File: src/sv/sfw_pkg.sv
// Shared constants and types of the sigma filter window unit.
package sfw_pkg;

    localparam int RADIUS      = 2;
    localparam int SIDE        = 2 * RADIUS + 1;
    localparam int LINES       = 2 * RADIUS;
    localparam int MAX_WIDTH   = 4096;
    localparam int MAX_HEIGHT  = 4096;

    localparam int PIX_W       = 8;
    localparam int COORD_W     = 12;
    localparam int CFG_W       = 13;
    localparam int TOL_W       = 9;
    localparam int CIDX_W      = 2;
    localparam int ADDR_W      = $clog2(MAX_WIDTH);
    localparam int WID_W       = $clog2(MAX_WIDTH + 1);
    localparam int HGT_W       = $clog2(MAX_HEIGHT + 1);
    localparam int SUM_W       = $clog2(SIDE * SIDE * 255 + 1);
    localparam int CNT_W       = $clog2(SIDE * SIDE + 1);
    localparam int COL_W       = $clog2(SIDE);
    localparam int STEP_W      = $clog2(SUM_W);
    localparam int OUT_W       = PIX_W + 2 * COORD_W;

    localparam int WIDTH_RESET  = 640;
    localparam int HEIGHT_RESET = 480;
    localparam int TOL_RESET    = 20;

    // Configuration register indexes
    localparam logic [CIDX_W-1:0] REG_IMAGE_WIDTH  = 2'd0;
    localparam logic [CIDX_W-1:0] REG_IMAGE_HEIGHT = 2'd1;
    localparam logic [CIDX_W-1:0] REG_TOLERANCE    = 2'd2;

    typedef logic [PIX_W-1:0] pix_t;

    // Access control shared by every line cell of the chain
    typedef struct packed {
        logic              rd_en;
        logic              wr_en;
        logic [ADDR_W-1:0] rd_addr;
        logic [ADDR_W-1:0] wr_addr;
    } cell_ctrl_t;

endpackage

File: src/sv/sfw_divider.sv
// Restoring divider, one quotient bit per cycle, for the window mean.
module sfw_divider (
    input  logic                       aclk,
    input  logic                       aresetn,
    input  logic                       start,
    input  logic [sfw_pkg::SUM_W-1:0]  dividend,
    input  logic [sfw_pkg::CNT_W-1:0]  divisor,
    output logic                       done,
    output logic [sfw_pkg::SUM_W-1:0]  quotient
);
    import sfw_pkg::*;

    logic              busy_reg;
    logic              done_reg;
    logic [STEP_W-1:0] step_reg;
    logic [SUM_W-1:0]  quo_reg;
    logic [CNT_W-1:0]  rem_reg;
    logic [CNT_W-1:0]  div_reg;
    logic [CNT_W:0]    trial;
    logic              fits;
    logic [CNT_W-1:0]  rem_next;

    // Shift in the next dividend bit and try to subtract
    assign trial    = {rem_reg, quo_reg[SUM_W-1]};
    assign fits     = trial >= {1'b0, div_reg};
    assign rem_next = fits ? CNT_W'(trial - {1'b0, div_reg}) : CNT_W'(trial);

    always_ff @(posedge aclk) begin
        if (!aresetn) begin
            busy_reg <= 1'b0;
            done_reg <= 1'b0;
        end else begin
            done_reg <= 1'b0;
            if (start) begin
                busy_reg <= 1'b1;
            end else if (busy_reg && step_reg == '0) begin
                busy_reg <= 1'b0;
                done_reg <= 1'b1;
            end
        end
    end

    always_ff @(posedge aclk) begin
        if (start) begin
            quo_reg  <= dividend;
            rem_reg  <= '0;
            div_reg  <= divisor;
            step_reg <= STEP_W'(SUM_W - 1);
        end else if (busy_reg) begin
            quo_reg  <= {quo_reg[SUM_W-2:0], fits};
            rem_reg  <= rem_next;
            step_reg <= step_reg - 1'b1;
        end
    end

    assign done     = done_reg;
    assign quotient = quo_reg;

endmodule

File: config.mk
export PLATFORM = sky130hd
export DESIGN_NAME = sfw_divider
export DESIGN_NICKNAME = d
export VERILOG_FILES = /design/src/sv/sfw_pkg.sv /design/src/sv/sfw_divider.sv
export SDC_FILE = /design/constraint.sdc
export NUM_CORES = 1
export LEC_CHECK = 0
export BUFFER_PORTS_ARGS = -buffer_cell sky130_fd_sc_hd__buf_4
export CORE_UTILIZATION = 52
export DETAILED_ROUTE_END_ITERATION = 7
export PLACE_DENSITY = 0.89
export SYNTH_ARGS = -nofsm -noshare
export SYNTH_HDL_FRONTEND = slang
export SYNTH_SLANG_ARGS = --single-unit
File: constraint.sdc
create_clock -name aclk -period 2.5 [get_ports aclk]
set_clock_uncertainty 0.05 [all_clocks]
set_input_delay 0.25 -clock aclk [delete_from_list [all_inputs] [get_ports aclk]]
set_output_delay 0.25 -clock aclk [all_outputs]
set_load 0.01 [all_outputs]
==> metrics.txt, run 1 <==
endpoints failing setup=0; Top FF cell, synth=edfxtp_1; antenna fix cells=0; Buffers on Ports=34; Synth Register Bits=29; Setup WS pre-CTS=240 ps; Post-CTS Hold Fix Bufs=0; Routed Antenna Nets=0; pwr/cell area=667 nW/um2; initial core utilization=55.5%; CTS-repair resized insts=0; Worst Path Required=2530 ps; setup_tns=0 ps; Mean Syn Cell Area=12.2 um2; switching part of the total=26.7%; status=complete, no violations; Synth Cell Area=1390 um2; total die area=2880 um2; RSZ-0062 raised after global routing=false; Synth Net Count=143; pin count of the biggest net entering global routing=28; die width=53.7 um; Combinational Power Share=20.7%; asr flop ratio synth=0%; Tot Pwr=1.16 mW; clock tree root buffer cell=clkbuf_4; drt pass-1 iters=4; CTS tree=built; Leak=0.750 nW; PnR worst setup slack=203 ps; CTS buffer count=5; Worst Tran Pin Value=501 ps; nets=181; CTS clk-pin slew, worst paths=90 ps; max-cap violations=0; Layout fillers=177; total congestion overflow=0; Crit Path Category=register to register; setup bufs post-CTS=0; worst min-delay path class=primary input to register; final WL=2.57 mm; Post-route DRC=0; vias in the first global route=952; number of max-slew violations in the final report=0; worst vdd ir=0.000579 V; Site Rows=18; synth warn=0; Post-synth EDFFs=18; Reg area=761 um2; Power Internal=0.850 mW; Peak Freq=435 MHz; Post-Syn Instances=114; critical path arrival=2330 ps; sw power=0.309 mW; part of the power in registers=51.3%; initial antenna violation count=0; post-DP HPWL=1.84 mm; Placeable Area=2500 um2; worst skew pair latency=320 ps; layout cells sized above 1=38.6%; Via Count=1001; P&R area growth vs syn=25.2%; CP max FO=6; sequential area share after synthesis=54.8%; Crit. End Element=register; Ports=35; Vert. Die Dim=53.7 um; number of flip-flops under the largest register name=13; first-pass GRT wire length=4.15 mm; relative slew slack=66.6%; Vias/cell=5.47; Multi-input gate area=573 um2; crit start category=register; H-tree depth=2; minimum clock period=2300 ps; DR WL/cell=14.0 um; maximum buffer depth of the clock tree=2; GRT Total Usage=20.8%; Initial DRC Count=10; final worst path period share=91.9%; clock group share of total power=28.0%; clock sink total=29; Cell variety after synth=32; Final GP Congestion=0.879; Final Hold Viols=0
cells in the mapped netlist, types with 2 or more instances:
cell type,instances,share of area [%]
xnor2_1,3,1.9
nor4b_1,3,1.9
edfxtp_1,18,39
nor2_1,7,1.9
clkbuf_1,2,0.54
o21bai_1,4,2.2
dfxtp_1,11,16
mux2_2,13,11
a21oi_2,2,1.3
inv_1,11,3.0
nor2b_1,2,0.90
nand2_1,9,2.4
a21oi_1,3,1.1
a311oi_1,2,1.3
ha_1,7,6.3
power by group through the flow:
stage	Combinational [mW]	Sequential (mW)	Clock (mW)
after CTS	0.241	0.594	0.325
after floorplan	0.141	0.606	0
after detailed placement	0.239	0.604	0
after global placement	0.229	0.601	0
final	0.240	0.594	0.325
after global routing	0.264	0.601	0.348
per-layer routing:
layer  track usage (%)  part of all wire (%)  vias up
met5                 0                     0        -
met4              7.89                   1.3        0
met3              6.78                   5.2        5
met2              32.3                    48       34
met1              27.0                    46      477
li1                  -                     -      485
through the flow:
step	hold slack, ps	area [um2]	util (%)	std cells
floorplan	299	1390	-	114
global placement	379	1670	66.7	175
detailed placement	382	1670	66.7	175
CTS	41.6	1740	69.5	183
global route	36.0	1740	69.5	183
finish	47.6	1740	69.5	183
critical path, cell delays in order, from the launching register on:
cell	delay, ps
edfxtp_1	430
inv_1	80
ha_1	160
inv_1	60
fa_1	420
a21oi_2	200
a21oi_2	120
or2_4	280
mux2_2	260
final timing paths:
path,end,from,slack [ps],depth (start not counted)
setup reg to reg,quotient[0],quotient[12],200,8
hold reg to reg,rem_reg[4],rem_reg[4],430,1
hold / removal,div_reg[0],divisor[0],50,1
setup / recovery,quotient[0],quotient[12],200,8
logic make-up (layout without fill, tap and decap cells):
family	after synthesis	after routing	synth area share, %
adder cells (fa/ha/maj)	8	8	7.75
AO/OA/AOI/OAI	16	16	8.93
multiplexers	14	14	11.3
AND/OR/NAND/NOR	29	29	10.8
buffers and inverters	14	53	3.88
XOR/XNOR	4	4	2.53
flip-flops	29	29	54.8
area by class of cell:
| type | instances | share of cell area (%) |
|---|---|---|
| multi-input combinational | 71 | 33.0 |
| timing repair buffer | 34 | 14.7 |
| clock inverter | 1 | 0.288 |
| sequential | 29 | 43.8 |
| clock buffer | 7 | 3.74 |
| inverter | 11 | 2.38 |
| tap | 30 | 2.16 |
layout by cell type (no fill, tap or decap), drive strengths merged, types with 2 or more instances in the layout:
cell type,instances
mux2,13
inv,11
nor2b,2
dfxtp,11
nor4b,3
ha,7
o21bai,4
a21oi,5
clkbuf,7
nor2,7
xnor2,3
a311oi,2
buf,34
nand2,9
edfxtp,18
No activity file was read; power rests on OpenSTA's default activity.
==> run 2, diff against run 1 <==
--- a/config.mk
+++ b/config.mk
@@ -8,7 +8,7 @@
 export BUFFER_PORTS_ARGS = -buffer_cell sky130_fd_sc_hd__buf_4
 export CORE_UTILIZATION = 52
 export DETAILED_ROUTE_END_ITERATION = 7
-export PLACE_DENSITY = 0.89
+export PLACE_DENSITY = 0.81
 export SYNTH_ARGS = -nofsm -noshare
 export SYNTH_HDL_FRONTEND = slang
 export SYNTH_SLANG_ARGS = --single-unit
==> metrics.txt, run 2 (synthesized netlist as in run 1, its figures left out) <==
Worst R2R Start=quotient[12]; final worst path period share=90.1% (-1.7 points); CTS tree=built; Initial DRC Count=21 (+11); relative slew slack=65.0% (-1.6 points); number of flip-flops under the largest register name=13 (unchanged); placed inst area=1670 um2 (unchanged); Vert. Die Dim=53.7 um (unchanged); Non-Filler Instances=183 (unchanged); minimum clock period=2250 ps (-43.4 ps); Buffers on Ports=34 (unchanged); pwr/cell area=649 nW/um2 (-2.7%); worst skew pair latency=330 ps (about the same); Worst R2R Setup Slack=250 ps (+40 ps); max-cap violations=0 (unchanged); PnR worst setup slack=247 ps (+43.4 ps); Crit Path Category=register to register; hold_ws=42.9 ps (-4.70 ps); Reg-to-Reg End=quotient[0]; CTS-repair resized insts=0 (unchanged); WL met3=122 um (-8.3%); CTS clk-pin slew, worst paths=90 ps (about the same); slowest cell on the critical path=edfxtp_1; Setup WS pre-CTS=256 ps (+15.9 ps); Routed Antenna Nets=0 (unchanged); GRT Total Usage=21.5% (+0.64 points); worst min-delay path class=primary input to register; Site Rows=18 (unchanged); clock sink total=29 (unchanged); Core Util, Final=69.1% (-0.40 points); Ports=35 (unchanged); Final GP Congestion=0.913 (+3.9%); status=complete, no violations; crit-path max cell delay=430 ps (about the same); most common cell after layout, fill and taps aside=buf_4; Crit. End Element=register; setup_tns=0 ps (unchanged); Tot Pwr=1.12 mW (-3.2%); die width=53.7 um (unchanged); DR top layer=met4; Peak Freq=444 MHz (+1.9%); Worst Path Required=2530 ps (about the same); endpoints failing setup=0 (unchanged); Final Hold Viols=0 (unchanged); hold depth=1 (unchanged); crit start category=register; setup bufs post-CTS=0 (unchanged); critical path arrival=2290 ps (-40 ps); RSZ-0062 raised after global routing=false; Post-route DRC=0 (unchanged); met2 wire length=1.22 mm (-1.1%); worst vdd ir=0.000455 V (-21%); total die area=2880 um2 (unchanged); R2R cell count=8 (unchanged); P&R area growth vs syn=24.5%; Via Count=986 (-1.5%); antenna fix cells=0 (unchanged); placed cell count=175 (unchanged); critical-path cell list=inv_1, ha_1, inv_1, fa_1, a21oi_2, a21oi_2, or2_4, mux2_2; H-tree depth=2 (unchanged); CP max FO=6 (unchanged); final instance area=1730 um2 (-0.58%); Vias/cell=5.39 (-1.5%); Leak=0.745 nW (-0.75%); drt pass-1 iters=4 (unchanged); Hold Path End=div_reg[1]; Placeable Area=2500 um2 (unchanged); first-pass GRT wire length=4.10 mm (-1.3%); M1 WL=1.13 mm (-3.8%); initial core utilization=55.5% (unchanged); final WL=2.51 mm (-2.3%); Post-CTS Hold Fix Bufs=0 (unchanged); vias in the first global route=945 (-0.74%); Worst Tran Pin Value=525 ps (+23.6 ps); pin count of the biggest net entering global routing=28 (unchanged); post-DP HPWL=1.84 mm (-0.31%); CTS buffer count=5 (unchanged); layout cells sized above 1=37.9% (-0.65 points); initial antenna violation count=0 (unchanged); number of max-slew violations in the final report=0 (unchanged); most frequent cells in the layout=34 x buf_4, 18 x edfxtp_1, 13 x mux2_2; Worst Hold Launch=divisor[1]; nets=181 (unchanged); clock tree root buffer cell=clkbuf_4; DR WL/cell=13.7 um (-2.3%); maximum buffer depth of the clock tree=2 (unchanged); total congestion overflow=0 (unchanged)
## run 2: worst max path at each step
| stage | from | slack (ps) | depth (start not counted) | end |
|---|---|---|---|---|
| finish | quotient[12] | 250 | 8 | quotient[0] |
| global route | quotient[12] | 130 | 8 | quotient[0] |
| CTS | quotient[12] | 250 | 8 | quotient[0] |
| detailed placement | quotient[12] | 260 | 8 | quotient[0] |
| global placement | quotient[12] | 310 | 8 | quotient[0] |
| floorplan | quotient[12] | 320 | 8 | quotient[0] |
## run 2: critical path: cells and delay by family, from the launching register on
kind / cells / cell delay, ps
compound gates: 2 / 300
fa+ha+maj: 2 / 560
buf+inv: 2 / 130
flops: 1 / 430
mux: 1 / 260
simple gates: 1 / 290
## run 2: area by class of cell
cell class | instances | area, um2
Tap cell | 30 | 37.5
Inverter | 11 | 41.3
Multi-Input combinational cell | 71 | 573
Sequential cell | 29 | 761
Clock buffer | 6 | 51.3
Clock inverter | 2 | 8.76
Timing Repair Buffer | 34 | 255
Fill cell | 193 | 772
## run 2: power breakdown
part | switching (mW) | internal [mW]
clock | 0.159 | 0.132
sequential | 0.0314 | 0.561
combinational | 0.113 | 0.125
## run 2: metal layers
layer,vias up,global-route usage (%)
met3,5,9.04
met1,466,24.6
met2,32,31.9
li1,483,-
met5,-,0
met4,0,15.8
==> run 3, diff against run 2 <==
--- a/config.mk
+++ b/config.mk
@@ -6,9 +6,9 @@
 export NUM_CORES = 1
 export LEC_CHECK = 0
 export BUFFER_PORTS_ARGS = -buffer_cell sky130_fd_sc_hd__buf_4
-export CORE_UTILIZATION = 52
+export CORE_UTILIZATION = 55
 export DETAILED_ROUTE_END_ITERATION = 7
-export PLACE_DENSITY = 0.81
+export PLACE_DENSITY = 0.85
 export SYNTH_ARGS = -nofsm -noshare
 export SYNTH_HDL_FRONTEND = slang
 export SYNTH_SLANG_ARGS = --single-unit
==> constraint.sdc (replaced) <==
create_clock -name aclk -period 2.9 [get_ports aclk]
set_clock_uncertainty 0.05 [all_clocks]
set_input_delay 0.29 -clock aclk [delete_from_list [all_inputs] [get_ports aclk]]
set_output_delay 0.29 -clock aclk [all_outputs]
set_load 0.01 [all_outputs]
==> metrics.txt, run 3 (synthesized netlist as in run 1, its figures left out) <==
pin count of the biggest net entering global routing=28 (unchanged); CTS-repair resized insts=0 (unchanged); placed cell count=173 (-1.1%); Worst Hold Launch=divisor[1]; crit start category=register; worst vdd ir=0.000545 V (+20%); clock sink total=29 (unchanged); first-pass GRT wire length=4.40 mm (+7.2%); CP max FO=6 (unchanged); CTS buffer count=5 (unchanged); Post-CTS Hold Fix Bufs=0 (unchanged); antenna fix cells=0 (unchanged); CTS clk-pin slew, worst paths=90 ps (about the same); crit-path max cell delay=420 ps (about the same); Buffers on Ports=34 (unchanged); Final Hold Viols=0 (unchanged); Ports=35 (unchanged); Post-route DRC=0 (unchanged); DR WL/cell=15.1 um (+10%); most common cell after layout, fill and taps aside=buf_4; critical path arrival=2310 ps (+20 ps); worst min-delay path class=primary input to register; Routed Antenna Nets=0 (unchanged); RSZ-0062 raised after global routing=false; initial core utilization=60.4% (+4.9 points); pwr/cell area=595 nW/um2 (-8.3%); Worst Path Required=2930 ps (+400 ps); Vias/cell=5.58 (+3.5%); Worst Tran Pin Value=494 ps (-30.7 ps); worst skew pair latency=320 ps (about the same); Worst R2R Start=quotient[12]; drt pass-1 iters=5 (+1); slowest cell on the critical path=edfxtp_1; CP bufs+invs=2 (unchanged); number of flip-flops under the largest register name=13 (unchanged); Core Util, Final=75.7% (+6.5 points); Initial DRC Count=16 (-24%); Via Count=1004 (+1.8%); Leak=0.750 nW (+0.72%); status=complete, no violations; initial antenna violation count=0 (unchanged); number of max-slew violations in the final report=0 (unchanged); Crit Path Category=register to register; GRT Total Usage=23.4% (+2.0 points); CTS tree=built; relative slew slack=67.0% (+2.1 points); minimum clock period=2280 ps (+25.0 ps); Site Rows=17 (-1); Worst R2R Setup Slack=620 ps (+380 ps); Hold Path End=div_reg[1]; total congestion overflow=0 (unchanged); PnR worst setup slack=622 ps (+375 ps); setup bufs post-CTS=0 (unchanged); Placeable Area=2300 um2 (-8.1%); setup_tns=0 ps (unchanged); Final GP Congestion=0.901 (-1.3%); Setup WS pre-CTS=648 ps (+392 ps); R2R cell count=8 (unchanged); post-DP HPWL=1.97 mm (+7.2%); most frequent cells in the layout=34 x buf_4, 18 x edfxtp_1, 13 x mux2_2; max-cap violations=0 (unchanged); Crit. End Element=register; clock tree root buffer cell=clkbuf_4; maximum buffer depth of the clock tree=2 (unchanged); critical-path cell list=inv_1, ha_1, inv_1, fa_1, a21oi_2, a21oi_2, or2_4, mux2_2; total die area=2730 um2 (-5.2%); hold depth=1 (unchanged); P&R area growth vs syn=25.2%; final worst path period share=78.6% (-12 points); H-tree depth=2 (unchanged); layout cells sized above 1=38.2% (+0.25 points); vias in the first global route=1070 (+13%); Non-Filler Instances=180 (-1.6%); Vert. Die Dim=52.2 um (-2.7%); delay-heaviest family, CP=adder cells; Peak Freq=439 MHz (-1.1%); final WL=2.72 mm (+8.3%); die width=52.2 um (-2.7%); endpoints failing setup=0 (unchanged); nets=181 (unchanged); Reg-to-Reg End=quotient[0]
-- run 3: changes by cell type in the layout (fill, tap and decap cells not counted) --
cell and change:
clkbuf_8 -1, bufinv_16 +1, clkinv_1 -1
-- run 3: per-layer routing --
metal | routed length [um] | part of all wire, % | GRT usage [%] | vias to the layer above
li1 | - | - | - | 481
met1 | 1020 | 37 | 22.2 | 453
met2 | 1420 | 52 | 43.4 | 53
met3 | 176 | 6.5 | 7.25 | 17
met4 | 104 | 3.8 | 14.0 | 0
met5 | 0 | 0 | 0 | -
-- run 3: worst register-to-register path, cell delays in order (launching register included) --
cell	delay, ps
edfxtp_1	420
inv_1	80
ha_1	160
inv_1	50
fa_1	420
a21oi_2	190
a21oi_2	120
or2_4	290
mux2_2	260
-- run 3: metrics by stage --
stage / instance area [um2] / total power, mW / hold slack, ps
2_1_floorplan: 1390 / 0.644 / 339
3_3_place_gp: 1670 / 0.715 / 407
3_5_place_dp: 1670 / 0.729 / 420
4_1_cts: 1740 / 1.04 / 76.1
5_1_grt: 1740 / 1.08 / 66.0
6_report: 1740 / 1.03 / 86.4
-- run 3: how the worst max path moves through the flow --
stage | slack (ps) | depth (start not counted) | endpoint | startpoint
2_1_floorplan | 720 | 8 | quotient[0] | quotient[12]
4_1_cts | 630 | 8 | quotient[0] | quotient[12]
3_5_place_dp | 650 | 8 | quotient[0] | quotient[12]
3_3_place_gp | 710 | 8 | quotient[0] | quotient[12]
5_1_grt | 540 | 8 | quotient[0] | quotient[12]
6_report | 620 | 8 | quotient[0] | quotient[12]
-- run 3: where the power goes --
part / internal, mW / switching [mW]
clock network: 0.175 / 0.138
logic: 0.109 / 0.101
registers: 0.484 / 0.0279
-- run 3: final cells by class --
cell class              count  area (um2)
flip-flops and latches     29         761
clock inverters             2        35.0
repair buffers             34         255
clock buffers               5        37.5
multi-input cells          71         573
inverters                  11        41.3
well taps                  28        35.0
fillers                   153         559
